`config.mk`:
```
export PLATFORM = sky130hd
export DESIGN_NAME = lbcte_ctrl
export DESIGN_NICKNAME = d
export VERILOG_FILES = /design/src/hw/rtl/lru_block_cache_tag_engine_macros.svh /design/src/hw/rtl/lbcte_pkg.sv /design/src/hw/rtl/lbcte_ctrl.sv
export SDC_FILE = /design/constraint.sdc
export NUM_CORES = 1
export LEC_CHECK = 0
export BUFFER_PORTS_ARGS = -buffer_cell sky130_fd_sc_hd__buf_2
export CAP_MARGIN = 0
export CORE_UTILIZATION = 48
export DETAILED_ROUTE_END_ITERATION = 8
export PLACE_DENSITY = 0.91
export SLEW_MARGIN = 25
export SYNTH_ARGS = -nofsm -noshare
export SYNTH_HDL_FRONTEND = slang
export SYNTH_SLANG_ARGS = --single-unit
```
`constraint.sdc`:
```
create_clock -name clock -period 2.1 [get_ports clock]
set_input_delay 0.42 -clock clock [delete_from_list [all_inputs] [get_ports clock]]
set_output_delay 0.42 -clock clock [all_outputs]
set_load 0.03 [all_outputs]
```
`src/hw/rtl/lru_block_cache_tag_engine_macros.svh`:
```
// ----------------------------------------------------------------------------
// Assertion macros for the LRU block cache tag engine
// Immediate-style wrappers around concurrent properties.
// ----------------------------------------------------------------------------
`ifndef LRU_BLOCK_CACHE_TAG_ENGINE_MACROS_SVH
`define LRU_BLOCK_CACHE_TAG_ENGINE_MACROS_SVH
`ifndef SYNTHESIS
`define ASSERT_IMPLY(label, clk, rst, pre, post) \
   label: assert property (@(posedge clk) disable iff (rst) (pre) |-> (post)) \
      else $error("assertion failed");
`define ASSERT_NEXT(label, clk, rst, pre, post) \
   label: assert property (@(posedge clk) disable iff (rst) (pre) |=> (post)) \
      else $error("assertion failed");
`else
`define ASSERT_IMPLY(label, clk, rst, pre, post)
`define ASSERT_NEXT(label, clk, rst, pre, post)
`endif
`endif

```
`src/hw/rtl/lbcte_pkg.sv`:
```
`timescale 1ns / 1ps
// ----------------------------------------------------------------------------
// lbcte_pkg
// Types and constants shared by the tag engine controller and datapath.
// ----------------------------------------------------------------------------
package lbcte_pkg;

   localparam int ADDR_W     = 48;
   localparam int DEV_W      = 3;
   localparam int CNT_W      = 10;
   localparam int SLOT_PW    = 10;
   localparam int OFF_W      = 7;
   localparam int LSZ_W      = 8;
   localparam int SHIFT_W    = 3;
   localparam int CAP_W      = 11;
   localparam int SEGN_W     = 6;
   localparam int MAX_SEGMENTS = 33;
   localparam int CSR_IDX_W  = 2;
   localparam int CSR_DATA_W = 11;

   localparam logic [SHIFT_W-1:0] MIN_SHIFT   = 3'd4;
   localparam logic [SHIFT_W-1:0] SHIFT_RESET = 3'd7;
   localparam logic [CAP_W-1:0]   CAP_RESET   = 11'd1024;

   localparam logic [1:0] OP_READ    = 2'd0;
   localparam logic [1:0] OP_WRITE   = 2'd1;
   localparam logic [1:0] OP_RELEASE = 2'd2;
   localparam logic [1:0] OP_BAD     = 2'd3;

   localparam logic [CSR_IDX_W-1:0] CSR_ENABLE   = 2'd0;
   localparam logic [CSR_IDX_W-1:0] CSR_CAPACITY = 2'd1;
   localparam logic [CSR_IDX_W-1:0] CSR_SHIFT    = 2'd2;

   typedef enum logic [3:0] {
      ACT_HIT          = 4'd0,
      ACT_MISS_FREE    = 4'd1,
      ACT_MISS_EVICT   = 4'd2,
      ACT_EDGE_BYPASS  = 4'd3,
      ACT_DIS_BYPASS   = 4'd4,
      ACT_WR_UPDATED   = 4'd5,
      ACT_WR_UNCACHED  = 4'd6,
      ACT_RELEASED     = 4'd7,
      ACT_REJECTED     = 4'd8
   } action_type;

   typedef enum logic [3:0] {
      ST_CLEAR,
      ST_IDLE,
      ST_DECODE,
      ST_REL_RD,
      ST_REL_CHK,
      ST_SEG,
      ST_SCAN,
      ST_DECIDE,
      ST_UNLINK_RD,
      ST_UNLINK_WR,
      ST_PUSH,
      ST_EMIT
   } state_type;

   typedef struct packed {
      logic [DEV_W-1:0]  dev;
      logic [ADDR_W-1:0] line;
   } tag_body_type;

   typedef struct packed {
      logic         valid;
      tag_body_type body;
   } tag_type;

   typedef struct packed {
      logic       clear;
      logic       load;
      logic       seg_latch;
      logic       scan;
      logic       take_hit;
      logic       fill_free;
      logic       evict;
      logic       rel_commit;
      logic       res_rslot;
      logic       set_action;
      action_type action;
      logic       unlink;
      logic       push;
      logic       emit;
      logic       advance;
   } cmd_type;

   typedef struct packed {
      logic clear_done;
      logic is_release;
      logic bad;
      logic rslot_ok;
      logic rel_valid;
      logic wr_op;
      logic enable;
      logic edge_hit;
      logic scan_done;
      logic hit_found;
      logic free_ok;
      logic list_empty;
      logic out_free;
      logic last;
   } stat_type;

endpackage

```
`src/hw/rtl/lbcte_ctrl.sv`:
```
`timescale 1ns / 1ps
// ----------------------------------------------------------------------------
// lbcte_ctrl
// Sequencer: segment walk, tag scan, recency list steps and result handoff.
// ----------------------------------------------------------------------------
module lbcte_ctrl
   import lbcte_pkg::*;
(
   input  logic     clock,
   input  logic     reset,
   input  logic     req_valid,
   output logic     req_ready,
   input  stat_type st,
   output cmd_type  cmd
);

   state_type state_ff, state_in;

   always_ff @(posedge clock) begin
      if (reset) begin
         state_ff <= ST_CLEAR;
      end else begin
         state_ff <= state_in;
      end
   end

   always_comb begin
      state_in = state_ff;
      unique case (state_ff)
         ST_CLEAR:     if (st.clear_done) state_in = ST_IDLE;
         ST_IDLE:      if (req_valid) state_in = ST_DECODE;
         ST_DECODE: begin
            if (st.is_release) state_in = st.rslot_ok ? ST_REL_RD : ST_EMIT;
            else if (st.bad) state_in = ST_EMIT;
            else state_in = ST_SEG;
         end
         ST_REL_RD:    state_in = ST_REL_CHK;
         ST_REL_CHK:   state_in = st.rel_valid ? ST_UNLINK_RD : ST_EMIT;
         ST_SEG: begin
            if (!st.enable || (!st.wr_op && st.edge_hit)) state_in = ST_EMIT;
            else state_in = ST_SCAN;
         end
         ST_SCAN:      if (st.scan_done) state_in = ST_DECIDE;
         ST_DECIDE: begin
            if (st.hit_found) state_in = ST_UNLINK_RD;
            else if (st.wr_op) state_in = ST_EMIT;
            else if (st.free_ok) state_in = ST_PUSH;
            else if (!st.list_empty) state_in = ST_UNLINK_RD;
            else state_in = ST_EMIT;
         end
         ST_UNLINK_RD: state_in = ST_UNLINK_WR;
         ST_UNLINK_WR: state_in = st.is_release ? ST_EMIT : ST_PUSH;
         ST_PUSH:      state_in = ST_EMIT;
         ST_EMIT: begin
            if (st.out_free) state_in = st.last ? ST_IDLE : ST_SEG;
         end
         default:      state_in = ST_CLEAR;
      endcase
   end

   always_comb begin
      cmd = '0;
      req_ready = 1'b0;
      unique case (state_ff)
         ST_CLEAR: cmd.clear = 1'b1;
         ST_IDLE: begin
            req_ready = 1'b1;
            cmd.load = req_valid;
         end
         ST_DECODE: begin
            if (st.is_release) begin
               if (!st.rslot_ok) begin
                  cmd.set_action = 1'b1;
                  cmd.action = ACT_REJECTED;
                  cmd.res_rslot = 1'b1;
               end
            end else if (st.bad) begin
               cmd.set_action = 1'b1;
               cmd.action = ACT_REJECTED;
            end
         end
         ST_REL_RD: ;
         ST_REL_CHK: begin
            cmd.set_action = 1'b1;
            cmd.res_rslot = 1'b1;
            if (st.rel_valid) begin
               cmd.rel_commit = 1'b1;
               cmd.action = ACT_RELEASED;
            end else begin
               cmd.action = ACT_REJECTED;
            end
         end
         ST_SEG: begin
            cmd.seg_latch = 1'b1;
            if (!st.enable) begin
               cmd.set_action = 1'b1;
               cmd.action = st.wr_op ? ACT_WR_UNCACHED : ACT_DIS_BYPASS;
            end else if (!st.wr_op && st.edge_hit) begin
               cmd.set_action = 1'b1;
               cmd.action = ACT_EDGE_BYPASS;
            end
         end
         ST_SCAN: cmd.scan = 1'b1;
         ST_DECIDE: begin
            cmd.set_action = 1'b1;
            if (st.hit_found) begin
               cmd.take_hit = 1'b1;
               cmd.action = st.wr_op ? ACT_WR_UPDATED : ACT_HIT;
            end else if (st.wr_op) begin
               cmd.action = ACT_WR_UNCACHED;
            end else if (st.free_ok) begin
               cmd.fill_free = 1'b1;
               cmd.action = ACT_MISS_FREE;
            end else if (!st.list_empty) begin
               cmd.evict = 1'b1;
               cmd.action = ACT_MISS_EVICT;
            end else begin
               cmd.action = ACT_DIS_BYPASS;
            end
         end
         ST_UNLINK_RD: ;
         ST_UNLINK_WR: cmd.unlink = 1'b1;
         ST_PUSH:      cmd.push = 1'b1;
         ST_EMIT: begin
            cmd.emit = st.out_free;
            cmd.advance = st.out_free && !st.last;
         end
         default: ;
      endcase
   end

endmodule

```
* Word level (Yosys, flattened, before mapping) *
Cells that the tools add are included.

cells by class
  $add $sub $neg = 0
  multiply operators = 0
  divide/modulo/power cells = 0
  $lt $le $gt $ge = 0
  eq/ne operators = 15
  shifts and indexed selects = 0
  mux-type cells = 48
  bitwise gates (word level) = 0
  reductions and logical operators = 8

operators with widths
  cell                  count
  $mux W4               12
  $pmux W4 S12          1
  $mux W5               4
  $pmux W5 S4           1
  $mux W2               9
  $eq A4 B3 Y1 const B  4
  $eq A4 B4 Y1 const B  4
  $mux W1               15
  $mux W3               4
  $eq A4 B2 Y1 const B  2
  $ne A2 B2 Y1 const B  4
  $mux W6               1
  $eq A4 B1 Y1 const B  1
  $logic_not A4 Y1      1
  $reduce_and A4 Y1     1
  $logic_not A1 Y1      3
  $logic_and A1 B1 Y1   2
  $pmux W1 S2           1
  $logic_or A1 B1 Y1    1

storage, ports and cells
  flip-flop bits (word level) = 4
  bits in latches = 0
  memory bits (writable) = 0
  memory bits (read-only) = 0
  input port bits = 17
  output and inout bits = 19
  word-level logic and storage cells = 72
  memories kept = 0

* Logic depth before layout (Yosys ltp) *
  depth in word-level cells = 5
  mapped depth = 6
  depth with buffers taken out = 4

* Least setup slack after synthesis *
Ideal clock, no wire load.

  path kind = flip-flop to output port
  start = reg state_ff[0]
  end = out cmd[17] (netlist bit)
  arrival = 1.640 ns
  data required time = 1.680 ns
  slack = 0.040 ns
  stages on the path, launching flop included = 4
  path through = dfxtp_1 -> buf_4 -> clkbuf_1 -> nor4_1

RTL lines
  what                    line              text
  from (decl)             lbcte_ctrl.sv:17  state_type state_ff, state_in;
  from (signal assigned)  lbcte_ctrl.sv:23  state_ff <= state_in;
  to (decl)               lbcte_ctrl.sv:14  output cmd_type cmd

==> impl_results.md <==
- CTS buffer count: 3
- # clock sinks: 4
- Final instance area: roughly 970 µm²
- Row cnt: 13
- Clock Pin Slew Worst Setup and Hold Paths: 0.04 ns
- DRC viols: 0
- Iter 0 DRT Violations: 24
- Synth top area share: 0.1123
- Pint: ~250 µW
- Status: complete, no violations
- CP max FO: 9
- Initial Util: 0.5347
- Final setup vio count: 0
- Share of cells above drive strength 1: 0.4275
- Cell Area, Placed: 908.4 µm²
- Max layer used: met4
- VDD IR-drop max: 0.0002828 V
- Synthesized area: 713.2 µm²
- Gpl congestion: just under 1
- Worst setup SP type: flip-flop
- Post-synthesis async set-or-reset flop share: 0
- YS warnings: 0
- N_diodes: 0
- Via Count: 952
- Max Fclk: 0.4986 GHz
- Setup bufs post-CTS: 0
- Met2 wire length: 1107 µm
- Max-slew violations: 0
- Slew @ Worst Pin: about 0.38 ns
- Hpwl dp: 1685 µm
- Crit path kind: reg -> out
- Chip Height: just over 40 µm
- Biggest regs: state_ff: 4 flops
- Gr usage total: 0.2959
- Post-synth EDFFs: 0
- Global route total overflow: 0
- Count of cell types in the netlist: 42
- Synth Flop Type: dfxtp_1
- Area grow syn2layout: 35.44%
- Clock power frac: 0.217
- Met1 Wirelength: 998 µm
- CTS tree: built
- Clk_skew: ~0.011 ns
- Reg with most FFs: state_ff
- First-pass GRT wire length: 3174 µm
- Max FFs per register: 4
- Via density: around 6.2
- Final Power: 455.7 µW
- Mapped Nets: roughly 120
- Clock latency on the worst-skew pair: ~0.24 ns
- Input/output buffers: 35
- Post-synthesis sequential area ratio: 0.1123
- Seq cells post-synth: 4
- CP endpoint kind: output pin
- Largest net degree at the start of global routing: 18
- Commonest non-fill, non-tap cell in the layout: buf_2
- P_sw: 207.8 µW
- Net count, final: 157
- Die Width: 40.55 µm
- DR pass1 iterations: 4
- Die ar.: 1644 µm²
- Tmin final: 2.006 ns
- WP data arrival: roughly 1.6 ns
- Min-delay worst type: in -> reg
- Routed WL: 2216 µm
- Top cells by area, synth: dfxtp_1 (11%), nand2b_1 (6.1%), nor2_1 (5.8%)
- Reg power frac: 0.219
- Clock buffer depth: 2
- Total I/O pin count: 36
- Static leakage: around 0.47 nW
- Post-Syn Area per Cell: 7.132 µm²
- Cell Pwr Density: 471.7 nW/µm²
- Core ar.: between 1000 and 1500 µm²
- Synth Instances: 100
- Routed Antenna Nets: 0
- Metal3 WL: 95 µm
- # Max-Cap Violations: 0
- Sw frac: 0.4560
- Required time of the critical path: 1.68 ns
- H-Tree Depth: 1
- Logic pwr share: 0.563
- Most frequent cells in the layout: buf_2 (35), nor2_1 (11)
- WL per Instance: approximately 14 µm
- Initial antenna violation count: 0
- Max-slew headroom: 0.7466
- Root Driver: clkbuf_4
- Number of global-route vias before repair: 768
- Yosys top cell by area: dfxtp_1
- Final hold vios: 0
- Final worst-path cycle share: 0.9551
[routing by layer]
| layer | global-route usage | vias up |
|---|---|---|
| li1 | - | 465 |
| met1 | 0.3170 | 446 |
| met2 | 0.5317 | 39 |
| met3 | 0.05000 | 2 |
| met4 | 0.1750 | 0 |
| met5 | 0 | - |
[area by class of cell]
| type | instances | area [µm²] |
|---|---|---|
| fill | 116 | 367.9 |
| tap | 15 | 18.77 |
| multi-input combinational | 83 | 588.1 |
| inverter | 6 | 22.52 |
| clock buffer | 3 | 22.52 |
| sequential | 4 | 82.58 |
| timing repair buffer | 42 | 231.5 |
[worst paths after layout]
kind,start,end,slack (ns),cells past startpoint
worst max-delay path,state_ff[3],cmd[5],0.09,5
worst max register to register,state_ff[3],state_ff[0],0.57,4
worst min register to register,state_ff[1],state_ff[1],0.72,3
worst min-delay path,reset,state_ff[1],0.41,2
[power groups by stage]
stage / clock (mW) / sequential (mW) / combinational (mW)
6_report: 0.0990 / 0.0999 / 0.257
5_1_grt: 0.110 / 0.101 / 0.275
4_1_cts: 0.102 / 0.0976 / 0.249
3_5_place_dp: 0 / 0.0984 / 0.246
3_3_place_gp: 0 / 0.0971 / 0.242
2_1_floorplan: 0 / 0.0909 / 0.180
[cell usage after synthesis (all sizes together) (2+ instances only)]
master  instances
nor4            4
nor3b           2
a211oi          3
buf             6
nand2           7
nand2b          7
dfxtp           4
a221oi          2
nor2b           3
a31oi           3
nor2           11
and3            4
nor4bb          2
inv             6
or3             2
o21ai           4
nor3            7
a21oi           5
[cells by family after synthesis]
family                 synth area share
multiplexers                    0.01404
AND/OR/NAND/NOR                  0.4474
flip-flops                       0.1123
buffers and inverters            0.1035
AO/OA/AOI/OAI                    0.3228
[critical path, cell delays in order, from the launching register on]
cell and delay, ns:
dfxtp_1 0.30, nand2b_2 0.28, a211oi_2 0.38, a221oi_2 0.12
nand2_1 0.09, buf_2 0.19
[timing repair]
| action | in CTS | in global routing |
|---|---|---|
| hold buffers | 0 | 0 |
| gates resized for setup | 1 | 9 |
| endpoints found under the hold margin | 0 | 0 |
| pin swaps | 0 | 1 |
| setup endpoints to repair | 1 | 8 |
[per-stage QoR]
step	hold slack, ns	util	cells	worst slack, ns	setup TNS [ns]
global route	0.3925	0.7242	153	-0.005681	-0.005681
CTS	0.3964	0.7017	153	0.02475	0
global placement	0.6499	0.6811	150	0.1867	0
floorplan	0.4879	-	100	0.04016	0
detailed placement	0.6537	0.6811	150	0.08225	0
finish	0.4140	0.7242	153	0.09436	0
(Power assumes the default switching activity.)
